`src/rtl/oflst_pkg.sv`:
```
// types, codes and control structs shared by the slot table modules
package oflst_pkg;

    localparam int unsigned CMD_W     = 3;
    localparam int unsigned SLOT_W    = 8;
    localparam int unsigned WORD_W    = 32;
    localparam int unsigned ST_W      = 2;
    localparam int unsigned CNT_OUT_W = 9;
    localparam int unsigned IN_W      = 48;
    localparam int unsigned OUT_W     = 64;
    localparam int unsigned OUT_PAD   = OUT_W - (ST_W + SLOT_W + WORD_W + 1 + 2 * CNT_OUT_W);

    typedef enum logic [CMD_W-1:0] {
        CMD_ALLOC   = 3'd0,
        CMD_RELEASE = 3'd1,
        CMD_LOOKUP  = 3'd2,
        CMD_REWIND  = 3'd3,
        CMD_NEXT    = 3'd4
    } t_cmd;

    typedef enum logic [ST_W-1:0] {
        ST_OK      = 2'd0,
        ST_INVALID = 2'd1,
        ST_FULL    = 2'd2,
        ST_ENDED   = 2'd3
    } t_status;

    typedef enum logic [3:0] {
        S_IDLE,
        S_DECODE,
        S_AL_WAIT,
        S_RL_CHK,
        S_RL_WALK,
        S_RL_LINK,
        S_LK_CHK,
        S_NX_CHK,
        S_SK_TEST,
        S_SK_CHK,
        S_FIN
    } t_state;

    // read address source
    typedef enum logic [2:0] {
        RS_HEAD,
        RS_SLOT,
        RS_CURSOR,
        RS_PTR,
        RS_PTR_INC,
        RS_LINK
    } t_rsel;

    // write address and data source
    typedef enum logic [2:0] {
        WS_APPEND,
        WS_TAKE,
        WS_FRONT,
        WS_SPLICE,
        WS_LINK
    } t_wsel;

    typedef enum logic [1:0] {
        HD_KEEP,
        HD_APPEND,
        HD_LINK,
        HD_SLOT
    } t_hsel;

    typedef enum logic [2:0] {
        PT_KEEP,
        PT_ZERO,
        PT_HEAD,
        PT_LINK,
        PT_INC,
        PT_CURSOR_INC
    } t_psel;

    typedef enum logic [1:0] {
        CU_KEEP,
        CU_PTR,
        CU_PTR_INC
    } t_csel;

    typedef enum logic [1:0] {
        RO_KEEP,
        RO_MARK,
        RO_HEAD,
        RO_CURSOR
    } t_osel;

    typedef struct packed {
        logic    ld_in;
        logic    rd_en;
        t_rsel   rd_sel;
        logic    wr_en;
        t_wsel   wr_sel;
        t_hsel   head_op;
        t_psel   ptr_op;
        t_csel   cur_op;
        logic    mark_inc;
        logic    live_inc;
        logic    live_dec;
        logic    st_ld;
        t_status st_val;
        t_osel   rslot_op;
        logic    rword_ld;
        logic    occ_set;
        logic    out_ld;
    } t_ctl;

    typedef struct packed {
        logic [CMD_W-1:0] cmd;
        logic             head_lt_mark;
        logic             mark_full;
        logic             slot_lt_mark;
        logic             slot_lt_head;
        logic             cursor_lt_mark;
        logic             ptr_lt_mark;
        logic             ptr_inc_lt_mark;
        logic             rd_used;
        logic             link_stop;
        logic             out_free;
    } t_sts;

endpackage

```
`src/rtl/oflst_ctrl.sv`:
```
// sequencing state machine for the slot table operations
module oflst_ctrl
    import oflst_pkg::*;
(
    input  logic i_clk,
    input  logic i_rst_n,
    input  logic i_in_valid,
    input  t_sts i_sts,
    output logic o_in_ready,
    output t_ctl o_ctl
);

    t_state r_state;
    t_state n_state;

    always_ff @(posedge i_clk) begin
        if (!i_rst_n) begin
            r_state <= S_IDLE;
        end else begin
            r_state <= n_state;
        end
    end

    always_comb begin
        n_state = r_state;
        case (r_state)
            S_IDLE: begin
                if (i_in_valid) begin
                    n_state = S_DECODE;
                end
            end
            S_DECODE: begin
                case (t_cmd'(i_sts.cmd))
                    CMD_ALLOC:   n_state = i_sts.head_lt_mark ? S_AL_WAIT : S_FIN;
                    CMD_RELEASE: n_state = i_sts.slot_lt_mark ? S_RL_CHK : S_FIN;
                    CMD_LOOKUP:  n_state = i_sts.slot_lt_mark ? S_LK_CHK : S_FIN;
                    CMD_REWIND:  n_state = S_SK_TEST;
                    CMD_NEXT:    n_state = i_sts.cursor_lt_mark ? S_NX_CHK : S_FIN;
                    default:     n_state = S_FIN;
                endcase
            end
            S_AL_WAIT: n_state = S_FIN;
            S_RL_CHK: begin
                if (i_sts.rd_used && !i_sts.slot_lt_head) begin
                    n_state = S_RL_WALK;
                end else begin
                    n_state = S_FIN;
                end
            end
            S_RL_WALK: begin
                if (i_sts.link_stop) begin
                    n_state = S_RL_LINK;
                end
            end
            S_RL_LINK: n_state = S_FIN;
            S_LK_CHK:  n_state = S_FIN;
            S_NX_CHK:  n_state = S_SK_TEST;
            S_SK_TEST: n_state = i_sts.ptr_lt_mark ? S_SK_CHK : S_FIN;
            S_SK_CHK: begin
                if (i_sts.rd_used || !i_sts.ptr_inc_lt_mark) begin
                    n_state = S_FIN;
                end
            end
            S_FIN: begin
                if (i_sts.out_free) begin
                    n_state = S_IDLE;
                end
            end
            default: n_state = S_IDLE;
        endcase
    end

    always_comb begin
        o_ctl      = '0;
        o_in_ready = 1'b0;
        case (r_state)
            S_IDLE: begin
                o_in_ready   = 1'b1;
                o_ctl.ld_in  = i_in_valid;
            end
            S_DECODE: begin
                case (t_cmd'(i_sts.cmd))
                    CMD_ALLOC: begin
                        if (i_sts.head_lt_mark) begin
                            o_ctl.rd_en  = 1'b1;
                            o_ctl.rd_sel = RS_HEAD;
                        end else if (!i_sts.mark_full) begin
                            o_ctl.wr_en    = 1'b1;
                            o_ctl.wr_sel   = WS_APPEND;
                            o_ctl.head_op  = HD_APPEND;
                            o_ctl.mark_inc = 1'b1;
                            o_ctl.live_inc = 1'b1;
                            o_ctl.rslot_op = RO_MARK;
                            o_ctl.st_ld    = 1'b1;
                            o_ctl.st_val   = ST_OK;
                        end else begin
                            o_ctl.st_ld  = 1'b1;
                            o_ctl.st_val = ST_FULL;
                        end
                    end
                    CMD_RELEASE, CMD_LOOKUP: begin
                        o_ctl.rd_en  = i_sts.slot_lt_mark;
                        o_ctl.rd_sel = RS_SLOT;
                    end
                    CMD_REWIND: begin
                        o_ctl.ptr_op = PT_ZERO;
                        o_ctl.st_ld  = 1'b1;
                        o_ctl.st_val = ST_OK;
                    end
                    CMD_NEXT: begin
                        if (i_sts.cursor_lt_mark) begin
                            o_ctl.rd_en  = 1'b1;
                            o_ctl.rd_sel = RS_CURSOR;
                        end else begin
                            o_ctl.st_ld  = 1'b1;
                            o_ctl.st_val = ST_ENDED;
                        end
                    end
                    default: ;
                endcase
            end
            S_AL_WAIT: begin
                o_ctl.wr_en    = 1'b1;
                o_ctl.wr_sel   = WS_TAKE;
                o_ctl.head_op  = HD_LINK;
                o_ctl.live_inc = 1'b1;
                o_ctl.rslot_op = RO_HEAD;
                o_ctl.st_ld    = 1'b1;
                o_ctl.st_val   = ST_OK;
            end
            S_RL_CHK: begin
                if (i_sts.rd_used) begin
                    o_ctl.live_dec = 1'b1;
                    o_ctl.occ_set  = 1'b1;
                    o_ctl.st_ld    = 1'b1;
                    o_ctl.st_val   = ST_OK;
                    if (i_sts.slot_lt_head) begin
                        o_ctl.wr_en   = 1'b1;
                        o_ctl.wr_sel  = WS_FRONT;
                        o_ctl.head_op = HD_SLOT;
                    end else begin
                        o_ctl.ptr_op = PT_HEAD;
                        o_ctl.rd_en  = 1'b1;
                        o_ctl.rd_sel = RS_HEAD;
                    end
                end
            end
            S_RL_WALK: begin
                if (i_sts.link_stop) begin
                    o_ctl.wr_en  = 1'b1;
                    o_ctl.wr_sel = WS_SPLICE;
                end else begin
                    o_ctl.ptr_op = PT_LINK;
                    o_ctl.rd_en  = 1'b1;
                    o_ctl.rd_sel = RS_LINK;
                end
            end
            S_RL_LINK: begin
                o_ctl.wr_en  = 1'b1;
                o_ctl.wr_sel = WS_LINK;
            end
            S_LK_CHK: begin
                if (i_sts.rd_used) begin
                    o_ctl.st_ld    = 1'b1;
                    o_ctl.st_val   = ST_OK;
                    o_ctl.occ_set  = 1'b1;
                    o_ctl.rword_ld = 1'b1;
                end
            end
            S_NX_CHK: begin
                o_ctl.st_ld  = 1'b1;
                o_ctl.ptr_op = PT_CURSOR_INC;
                if (i_sts.rd_used) begin
                    o_ctl.st_val   = ST_OK;
                    o_ctl.rslot_op = RO_CURSOR;
                    o_ctl.rword_ld = 1'b1;
                end else begin
                    o_ctl.st_val = ST_INVALID;
                end
            end
            S_SK_TEST: begin
                if (i_sts.ptr_lt_mark) begin
                    o_ctl.rd_en  = 1'b1;
                    o_ctl.rd_sel = RS_PTR;
                end else begin
                    o_ctl.cur_op = CU_PTR;
                end
            end
            S_SK_CHK: begin
                if (i_sts.rd_used) begin
                    o_ctl.cur_op = CU_PTR;
                end else if (i_sts.ptr_inc_lt_mark) begin
                    o_ctl.ptr_op = PT_INC;
                    o_ctl.rd_en  = 1'b1;
                    o_ctl.rd_sel = RS_PTR_INC;
                end else begin
                    o_ctl.cur_op = CU_PTR_INC;
                end
            end
            S_FIN: begin
                o_ctl.out_ld = i_sts.out_free;
            end
            default: ;
        endcase
    end

endmodule

```
`config.mk`:
```
export PLATFORM = sky130hd
export DESIGN_NAME = oflst_ctrl
export DESIGN_NICKNAME = d
export VERILOG_FILES = /design/src/rtl/oflst_pkg.sv /design/src/rtl/oflst_ctrl.sv
export SDC_FILE = /design/constraint.sdc
export NUM_CORES = 1
export LEC_CHECK = 0
export ABC_AREA = 1
export BUFFER_PORTS_ARGS = -buffer_cell sky130_fd_sc_hd__buf_4
export CAP_MARGIN = 40
export CORE_ASPECT_RATIO = 1.4
export CORE_MARGIN = 5
export CORE_UTILIZATION = 35
export CTS_CLUSTER_DIAMETER = 100
export CTS_CLUSTER_SIZE = 14
export DETAILED_ROUTE_END_ITERATION = 10
export PLACE_DENSITY_LB_ADDON = 0.15
export REMOVE_ABC_BUFFERS = 1
export SYNTH_ARGS = -nofsm -noshare
export SYNTH_HDL_FRONTEND = slang
export SYNTH_SLANG_ARGS = --single-unit
```
`constraint.sdc`:
```
create_clock -name i_clk -period 1.9 [get_ports i_clk]
set_input_delay 0.38 -clock i_clk [delete_from_list [all_inputs] [get_ports i_clk]]
set_output_delay 0.38 -clock i_clk [all_outputs]
set_load 0.03 [all_outputs]
```
==> flow_summary_export.csv, run 1 <==
group,metric,value,unit
yosys,synth_compound_area_share,14.5,%
critical_path,arrival,1530,ps
placed_design,placed_area,993,um2
power,pwr-share-clk,7.3,%
critical_path,worstSetupPathType,"flop to output pin",
floorplanning,die-area,0.00282,mm2
floorplanning,die_h,60.8,um
route,drt-total-wl,2360,um
critical_path,crit_cells,7,
yosys,synth_cells,130,
timing,rsz0062_at_grt,"yes",
power,power_switching,770,uW
layout,area_growth,67.2,%
route,dr.pass1.iters,4,
critical_path,cp-start-kind,"flop",
power,swShare,56.8,%
yosys,synth_mux_area_share,0,%
layout,fill_cells,194,
route,top_layer,"met4",
route,ant_nets,0,
timing,max_freq,523,MHz
layout,mostFrequentLayoutCells,"buf_4 (45), nand2_1 (35), inv_1 (21), nand3_1 (14), nor2_1 (10)",
power,power_frac_comb,79.1,%
critical_path,max_stage_delay,360,ps
timing,relSlewSlack,76.5,%
critical_path,critical_path_required,1520,ps
critical_path,ff2ff_setup_slack,580,ps
clocking,cts_sinks,4,
yosys,synthDistinctLibCells,19,
clocking,insertion_delay,230,ps
layout,drive_gt1_share,40.2,%
layout,top_regs,"r_state: 4 flops",
floorplanning,start_util,36.8,%
timing,setup_viol,1,
critical_path,r2r_start,"r_state[3]",
timing,skew,2.17,ps
floorplanning,chipWidth,46.3,um
timing,slew_viol_final,0,
power,power_leakage,0.664,nW
status,violations,"setup timing",
placed_design,port_buffers,43,
route,post_drt_via_cell_ratio,5.00,
route,wl_met2,1270,um
timing,setup_slack,-12.3,ps
critical_path,path_max_fanout,5,
placed_design,hpwl,2000,um
hold_path,min_path_type,"input port to flop",
hold_path,whs_endpoint,"r_state[3]",
yosys,synth_top_family_by_area,"simple AND/OR/NAND/NOR gates",
clocking,cts-root-buf,"clkbuf_4",
timing,final_hold_viol_count,0,
yosys,ys_ff_latch,4,
global_routing,grt_pass1_vias,937,
clocking,cts_tree,"done",
layout,top_register,"r_state",
critical_path,cp_cell_sequence,"inv_1 -> nand2_1 -> nor2_4 -> nand3_1 -> nand2_1 -> or3_4 -> buf_6",
yosys,yosys.area.top_type,"nand2_1",
power,cellPowerDensity,1260,mW/mm2
status,status,"finished, violations left",
power,seq_power_share,13.6,%
layout,mostFrequentLayoutCell,"buf_4",
hold_path,min_path_cells,3,
floorplanning,ios,44,
power,internal_power,586,uW
route,wl_met1,876,um
run,maxCapViolCount,0,
global_routing,grt_use_total,18.0,%
yosys,yosys.area_share.simple,57.9,%
critical_path,crit_top_cell,"nand2_1",
critical_path,crit_start,"r_state[1]",
layout,largest_register_ffs,4,
critical_path,worstRegToRegCells,8,
global_routing,antenna_found_initial,0,
yosys,synth_area_per_cell,4.97,um2
critical_path,cp.buffers_inverters,2,
clocking,cts.clk_slew.worst_paths,40,ps
critical_path,crit_family,"simple AND/OR/NAND/NOR gates",
power,p_total,1.36,mW
yosys,yosysWarnings,0,
route,drcViolationCount,0,
yosys,ys_seq_area_share,12.4,%
clocking,cts_max_level,1,
yosys,syn_area,646,um2
yosys,yosys.area_share.xor_xnor,0,%
power,peakVddDrop,793,uV
critical_path,crit_slowest_cell,"dfxtp_4",
timing,finalCritPeriodShare,101,%
hold_path,min_from,"i_rst_n",
placed_design,globalplace.congestion,0.902,
yosys,synth_area_leaders,"nand2_1 (22%), inv_1 (13%), dfxtp_1 (12%)",
global_routing,grt_pass1_wl,3850,um
yosys,synth_top_cell_area_share,21.5,%
route,vias,995,
layout,diodes,0,
global_routing,grt_max_degree,9,
critical_path,worstSetupEndpointType,"output pin",
layout,nets,197,
floorplanning,coreArea,0.00176,mm2
clocking,cts_buffers,3,
placed_design,dpl_worst_slack,130,ps
route,drt_iter0_drc,17,
global_routing,grt-ovfl-total,0,
route,avgRoutedWirePerCell,11.9,um
floorplanning,rows,18,
layout,stdcell_area,0.00108,mm2
timing,min_period,1910,ps
yosys,synthAdderAreaFrac,0,%
clocking,cts_buffer_depth,2,
timing,worst_slew_pin_slew,350,ps
critical_path,r2r-end,"r_state[1]",
route,dr_wl_met3,138,um
==> repair_timing <==
item                       4_1_cts  5_1_grt
setup endpoints to repair        1       11
pin swaps                        0        1
gates resized for setup          7        9
hold buffers                     0        0
setup buffers                    0        3
==> cells in the mapped netlist <==
master / count
nand2_1: 37
o21ai_0: 7
or3_1: 1
nor2_4: 1
inv_2: 4
o21ai_1: 2
a21oi_1: 7
nor2_1: 12
nor2_2: 3
nand2_2: 4
o22ai_1: 1
nand3b_1: 1
dfxtp_1: 4
inv_1: 22
nand3_1: 14
o211ai_1: 1
nor4_1: 1
nand4_1: 4
nor3_1: 4
==> worst reg2reg max path: stages, from the launching register on <==
cell and delay (ps):
dfxtp_4 370, inv_2 60, nor2_2 150, nand4_1 120, buf_4 180, nand2_2 70
nor2_1 60, o21ai_0 90, a21oi_1 90
==> cells by family after synthesis <==
| family | Yosys count |
|---|---|
| AND/OR/NAND/NOR | 82 |
| flip-flops | 4 |
| buffers and inverters | 26 |
| AO/OA/AOI/OAI | 18 |
==> area by class of cell <==
cell class | count | area (um2) | area share [%]
inverter | 26 | 97.6 | 9.04
sequential | 4 | 92.6 | 8.57
clock buffer | 3 | 22.5 | 2.09
multi-input combinational | 100 | 493 | 45.7
timing repair buffer | 46 | 349 | 32.3
tap | 20 | 25.0 | 2.32
==> power by group through the flow <==
stage	clock [mW]	combinational (mW)	sequential, mW
2_1_floorplan	0	0.694	0.145
3_3_place_gp	0	1.00	0.156
3_5_place_dp	0	1.02	0.154
4_1_cts	0.105	1.03	0.169
5_1_grt	0.117	1.17	0.192
6_report	0.0994	1.07	0.184
==> metrics by stage <==
step | TNS (ps) | util (%) | hold WS [ps] | std cells
2_1_floorplan | -283 | - | 499 | 130
3_3_place_gp | 0 | 56.6 | 531 | 193
3_5_place_dp | 0 | 56.6 | 533 | 193
4_1_cts | 0 | 58.7 | 436 | 196
5_1_grt | -199 | 61.5 | 460 | 199
6_report | -12.3 | 61.5 | 440 | 199
==> worst max path at each step <==
stage	endpoint	slack, ps
after floorplan	o_ctl[21]	-260
after CTS	o_ctl[21]	6
after global routing	o_ctl[21]	-100
after detailed placement	o_ctl[21]	130
after global placement	o_ctl[21]	160
final	o_ctl[21]	-10
==> routing by layer <==
layer	GRT usage, %	up-vias
met4	9.35	0
met3	2.97	8
met1	19.4	436
met5	0	-
li1	-	517
met2	32.3	34
(Power assumes the default switching activity.)
==> run 2: changes to the inputs <==
clock period = 2.2 ns   (was 1.9 ns; I/O delays follow)
==> run 2 against run 1 <==
  * The flow now finishes without violations
  * Routed wire length is 3.5% lower
  * Via count fell by 0.50%
  * Total power shrank 19%
  * Clock skew decreased by 1.5 ps
  * First-iteration DRC count is 35% higher
  * Cell count fell by 1.5%
  * Critical path depth unchanged
  * Clock power shrank 14%
  * Core utilization decreased by 3.6 points
  * Combinational power decreased by 18%
  * Critical endpoint unchanged
  * Design area fell by 5.9%
==> flow_summary_export.csv, run 2 (synthesis results as in run 1) <==
group,metric,value,unit
route,vias,990,
power,power_frac_comb,79.9,%
placed_design,port_buffers,43,
clocking,post_cts_buffers,0,
timing,slew_viol_final,0,
route,drcViolationCount,0,
clocking,cts_resized,0,
timing,finalCritPeriodShare,91.3,%
critical_path,critical_path_required,1760,ps
timing,min_period,2010,ps
layout,top_regs,"r_state: 4 flops",
critical_path,arrival,1570,ps
layout,drive_gt1_share,33.0,%
layout,diodes,0,
power,pwr-share-clk,7.8,%
clocking,cts.clk_slew.worst_paths,30,ps
critical_path,cp_cell_sequence,"nor2_2 -> nand2_1 -> nor2_1 -> nand2_2 -> nand2_1 -> or3_1 -> buf_4",
power,peakVddDrop,653,uV
timing,final_hold_viol_count,0,
power,seq_power_share,12.2,%
layout,largest_register_ffs,4,
power,cellPowerDensity,1080,mW/mm2
hold_path,min_path_type,"input port to flop",
floorplanning,chipWidth,46.3,um
clocking,cts-root-buf,"clkbuf_4",
power,internal_power,455,uW
global_routing,grt_use_total,18.0,%
clocking,cts_max_level,1,
route,avgRoutedWirePerCell,11.6,um
layout,area_growth,57.4,%
clocking,cts_sinks,4,
layout,stdcell_area,0.00102,mm2
critical_path,worstSetupEndpointType,"output pin",
floorplanning,start_util,36.8,%
route,drt-total-wl,2280,um
clocking,cts_buffers,3,
global_routing,grt_pass1_vias,938,
clocking,cts_tree,"done",
timing,setup_slack,191,ps
floorplanning,coreArea,0.00176,mm2
placed_design,dpl.cell_count,193,
layout,regArea,80.1,um2
layout,nets,194,
critical_path,path_max_fanout,5,
clocking,cts_buffer_depth,2,
floorplanning,die-area,0.00282,mm2
clocking,insertion_delay,230,ps
run,maxCapViolCount,0,
timing,setup_viol,0,
critical_path,crit_top_cell,"nand2_1",
floorplanning,die_h,60.8,um
timing,setup_tns,0,ps
global_routing,grt_max_degree,9,
timing,rsz0062_at_grt,"no",
timing,worst_slew_pin_slew,324,ps
timing,skew,0.717,ps
power,power_switching,642,uW
layout,mostFrequentLayoutCell,"buf_4",
power,power_leakage,0.646,nW
power,p_total,1.10,mW
layout,final_cells,196,
status,status,"finished clean",
layout,postLayoutCoreUtil,57.8,%
global_routing,antenna_found_initial,0,
floorplanning,ios,44,
timing,relSlewSlack,78.2,%
clocking,cts_hold_buf,0,
layout,fill_cells,211,
critical_path,crit_slowest_cell,"dfxtp_1",
floorplanning,rows,18,
critical_path,worstRegToRegCells,7,
global_routing,grt_pass1_wl,3860,um
layout,mostFrequentLayoutCells,"buf_4 (43), nand2_1 (37), inv_1 (22), nand3_1 (14), nor2_1 (12)",
hold_path,min_path_cells,3,
route,ant_nets,0,
route,post_drt_via_cell_ratio,5.05,
critical_path,max_stage_delay,410,ps
placed_design,globalplace.congestion,0.900,
route,drt_iter0_drc,23,
timing,holdWs,496,ps
layout,top_register,"r_state",
route,dr.pass1.iters,4,
global_routing,grt-ovfl-total,0,
placed_design,placed_area,993,um2
placed_design,hpwl,2020,um
placed_design,dpl_worst_slack,338,ps
critical_path,worstSetupPathType,"flop to output pin",
timing,max_freq,498,MHz
critical_path,cp-start-kind,"flop",
layout,multi_input_area,468,um2
critical_path,ff2ff_setup_slack,770,ps
power,swShare,58.5,%
run 2: cell count changes in the layout (fill, tap and decap cells not counted), moves of 2 or more:
| cell | change |
|---|---|
| nand2_1 | +2 |
| nand2_2 | -2 |
| dfxtp_4 | -3 |
| buf_4 | -2 |
| nor2_1 | +2 |
| dfxtp_1 | +4 |
run 2: worst max-delay path: cells and delay by family (launching register included):
kind,cells,cell delay [ps]
buffers and inverters,1,170
flip-flops,1,410
AND/OR/NAND/NOR,6,750
run 2: worst paths after layout:
path / startpoint / end
max: r_state[2] / o_ctl[21]
min: i_rst_n / r_state[1]
max reg2reg: r_state[3] / r_state[0]
min reg2reg: r_state[3] / r_state[3]
run 2: final cells by class:
| type | count | area share, % |
|---|---|---|
| clock buffers | 3 | 2.22 |
| inverters | 26 | 9.61 |
| multi-input cells | 100 | 46.1 |
| flip-flops and latches | 4 | 7.88 |
| well taps | 20 | 2.46 |
| repair buffers | 43 | 31.8 |
run 2: layer usage:
| layer | routed length, um | GRT usage (%) | up-vias |
|---|---|---|---|
| li1 | - | - | 512 |
| met1 | 844 | 19.8 | 442 |
| met2 | 1270 | 34.3 | 34 |
| met3 | 148 | 2.67 | 2 |
| met4 | 16 | 4.88 | 0 |
| met5 | 0 | 0 | - |
run 2: power groups by stage:
| stage | sequential [mW] | combinational (mW) | clock (mW) |
|---|---|---|---|
| final | 0.134 | 0.877 | 0.0859 |
| after global routing | 0.140 | 0.959 | 0.103 |
| after CTS | 0.134 | 0.880 | 0.0912 |
| after detailed placement | 0.136 | 0.878 | 0 |
| after global placement | 0.135 | 0.867 | 0 |
| after floorplan | 0.125 | 0.599 | 0 |
==> run 3: changes to the inputs <==
ABC_AREA = unset   (was 1)
==> run 3 against run 2 <==
  * The run now ends with setup timing left
  * Sequential share of layout area shrank 1.6 points
  * Maximum frequency shrank 13%
  * Combinational power grew 43%
  * Total power grew 36%
  * Largest power group unchanged
  * Highest routed layer unchanged
==> flow_summary_export.csv, run 3 <==
group,metric,value,unit
layout,diodes,0,
yosys,yosysWarnings,0,
critical_path,cp-start-kind,"flop",
clocking,cts-root-buf,"clkbuf_4",
status,status,"finished, violations left",
timing,skew,4.16,ps
layout,regArea,85.1,um2
yosys,synth_top_cell_area_share,10.2,%
yosys,synthDistinctLibCells,44,
yosys,synth_area_per_cell,6.47,um2
layout,drive_gt1_share,47.5,%
yosys,ys_ff_latch,4,
yosys,yosys.area.top_type,"dfxtp_1",
run,maxCapViolCount,0,
global_routing,grt_max_degree,13,
timing,relSlewSlack,75.8,%
yosys,synth-edff-count,0,
yosys,syn_area,783,um2
timing,worst_slew_pin_slew,362,ps
clocking,cts_sinks,4,
clocking,cts_buffers,3,
floorplanning,coreArea,0.00215,mm2
global_routing,grt_use_total,19.5,%
clocking,cts_tree,"done",
layout,final_cells,201,
layout,mostFrequentLayoutCells,"buf_4 (55), nand2_1 (13), nor2_1 (9)",
layout,top_register,"r_state",
power,power_leakage,0.651,nW
layout,fill_cells,201,
timing,slew_viol_final,0,
yosys,async_reset_ff_share,0,%
placed_design,port_buffers,43,
yosys,synth_area_leaders,"dfxtp_1 (10%), nand2_1 (7.2%), o21ai_0 (5.1%)",
route,ant_nets,0,
floorplanning,start_util,36.4,%
critical_path,arrival,1860,ps
power,power_frac_comb,83.9,%
yosys,synth_cells,121,
layout,largest_register_ffs,4,
timing,rsz0062_at_grt,"yes",
global_routing,grt-ovfl-total,0,
critical_path,worstRegToRegCells,7,
power,cellPowerDensity,1100,mW/mm2
route,drcViolationCount,0,
critical_path,critical_path_required,1760,ps
yosys,ys_seq_area_share,10.2,%
route,avgRoutedWirePerCell,15.6,um
yosys,synthTopCellsByCount,"nand2_1 (15), nor2_1 (10), inv_1 (8), o21ai_0 (8), nor3_1 (7)",
floorplanning,rows,20,
critical_path,max_stage_delay,480,ps
route,post_drt_via_cell_ratio,5.72,
timing,max_freq,435,MHz
route,dr.pass1.iters,4,
clocking,insertion_delay,240,ps
timing,setup_tns,-554,ps
placed_design,dpl_worst_slack,-53.1,ps
status,violations,"setup timing",
critical_path,crit_slowest_cell,"or4_4",
clocking,cts_max_level,1,
global_routing,grt_pass1_wl,5110,um
critical_path,cp_cell_sequence,"nor2_4 -> nand3_4 -> or3_4 -> or4_4 -> o21ai_2 -> buf_6",
floorplanning,die-area,0.00330,mm2
timing,finalCritPeriodShare,105,%
layout,area_growth,73.0,%
critical_path,crit_family,"simple AND/OR/NAND/NOR gates",
route,drt_iter0_drc,58,
global_routing,antenna_found_initial,0,
hold_path,min_path_type,"input port to flop",
layout,nets,197,
clocking,cts.clk_slew.worst_paths,40,ps
route,vias,1149,
floorplanning,ios,44,
layout,top_regs,"r_state: 4 flops",
power,seq_power_share,9.7,%
placed_design,globalplace.congestion,0.867,
layout,mostFrequentLayoutCell,"buf_4",
power,peakVddDrop,498,uV
hold_path,min_from,"i_rst_n",
global_routing,grt_pass1_vias,1154,
power,pwr-share-clk,6.4,%
layout,multi_input_area,687,um2
critical_path,r2r-end,"r_state[1]",
critical_path,cp.buffers_inverters,1,
floorplanning,chipWidth,50.0,um
power,p_total,1.49,mW
yosys,synth_top_flop_cell,"dfxtp_1",
hold_path,min_path_cells,2,
floorplanning,die_h,66.0,um
timing,setup_slack,-100,ps
yosys,synth.most_common_cell,"nand2_1",
critical_path,ff2ff_setup_slack,310,ps
route,drt-total-wl,3140,um
critical_path,worstSetupEndpointType,"output pin",
placed_design,dpl.cell_count,193,
clocking,cts_buffer_depth,2,
critical_path,path_max_fanout,5,
power,power_switching,779,uW
timing,min_period,2300,ps
critical_path,r2r_start,"r_state[3]",
critical_path,worstSetupPathType,"flop to output pin",
placed_design,hpwl,2320,um
power,internal_power,713,uW
power,swShare,52.2,%
timing,setup_viol,8,
clocking,cts_hold_buf,0,
hold_path,whs_endpoint,"r_state[1]",
timing,final_hold_viol_count,0,
-- run 3: cell families (layout without fill, tap and decap cells) --
logic type	count (synthesis)	after routing	synth area share, %
buf+inv	16	74	8.79
flops	4	4	10.2
simple gates	66	66	49.2
compound gates	32	32	28.1
mux	1	1	1.28
xor+xnor	1	1	1.12
fa+ha+maj	1	1	1.28
-- run 3: power groups by stage --
stage	logic [mW]	clock network, mW	registers (mW)
4_1_cts	1.22	0.0962	0.141
3_3_place_gp	1.11	0	0.138
6_report	1.25	0.0959	0.145
2_1_floorplan	0.639	0	0.178
5_1_grt	1.35	0.105	0.150
3_5_place_dp	1.11	0	0.139
-- run 3: timing repair --
item,in CTS,in global routing
pin swaps,4,4
hold endpoints to repair,0,0
endpoints found under the setup margin,11,11
buffers inserted,4,1
resized for setup,18,6
-- run 3: per-stage QoR --
step	hold WS (ps)	utilization, %	cell area, um2
6_report	433	63.0	1360
5_1_grt	450	63.0	1360
4_1_cts	432	61.7	1330
3_5_place_dp	680	56.1	1210
3_3_place_gp	678	56.1	1210
2_1_floorplan	557	-	744
-- run 3: worst reg2reg max path, stage by stage, from the launching register on --
cell      delay [ps]
dfxtp_4          350
buf_4            160
or2_4            260
or3_4            410
buf_4            150
o2111a_1         170
o21a_1           120
o21a_1           160
-- run 3: cell type report --
class                      instances  share of cell area [%]
inverter                           8                    2.22
timing repair buffer              63                    37.1
multi-input combinational        101                    50.7
clock buffer                       3                    1.66
tap                               22                    2.03
sequential                         4                    6.28
-- run 3: worst max path at each step --
| stage | start | to | slack [ps] | cells after the start |
|---|---|---|---|---|
| after floorplan | r_state[3] | o_ctl[11] | -590 | 2 |
| after global placement | i_sts[5] | o_ctl[7] | -50 | 7 |
| after detailed placement | i_sts[5] | o_ctl[7] | -50 | 7 |
| after CTS | r_state[1] | o_ctl[3] | -100 | 6 |
| after global routing | r_state[1] | o_ctl[3] | -180 | 6 |
| final | r_state[3] | o_ctl[3] | -100 | 6 |
-- run 3: per-layer routing --
layer / vias to the layer above / GRT usage (%) / part of all wire (%)
li1: 561 / - / -
met1: 528 / 21.4 / 38
met2: 52 / 34.1 / 53
met3: 8 / 3.61 / 6.2
met4: 0 / 11.1 / 3.0
met5: - / 0 / 0
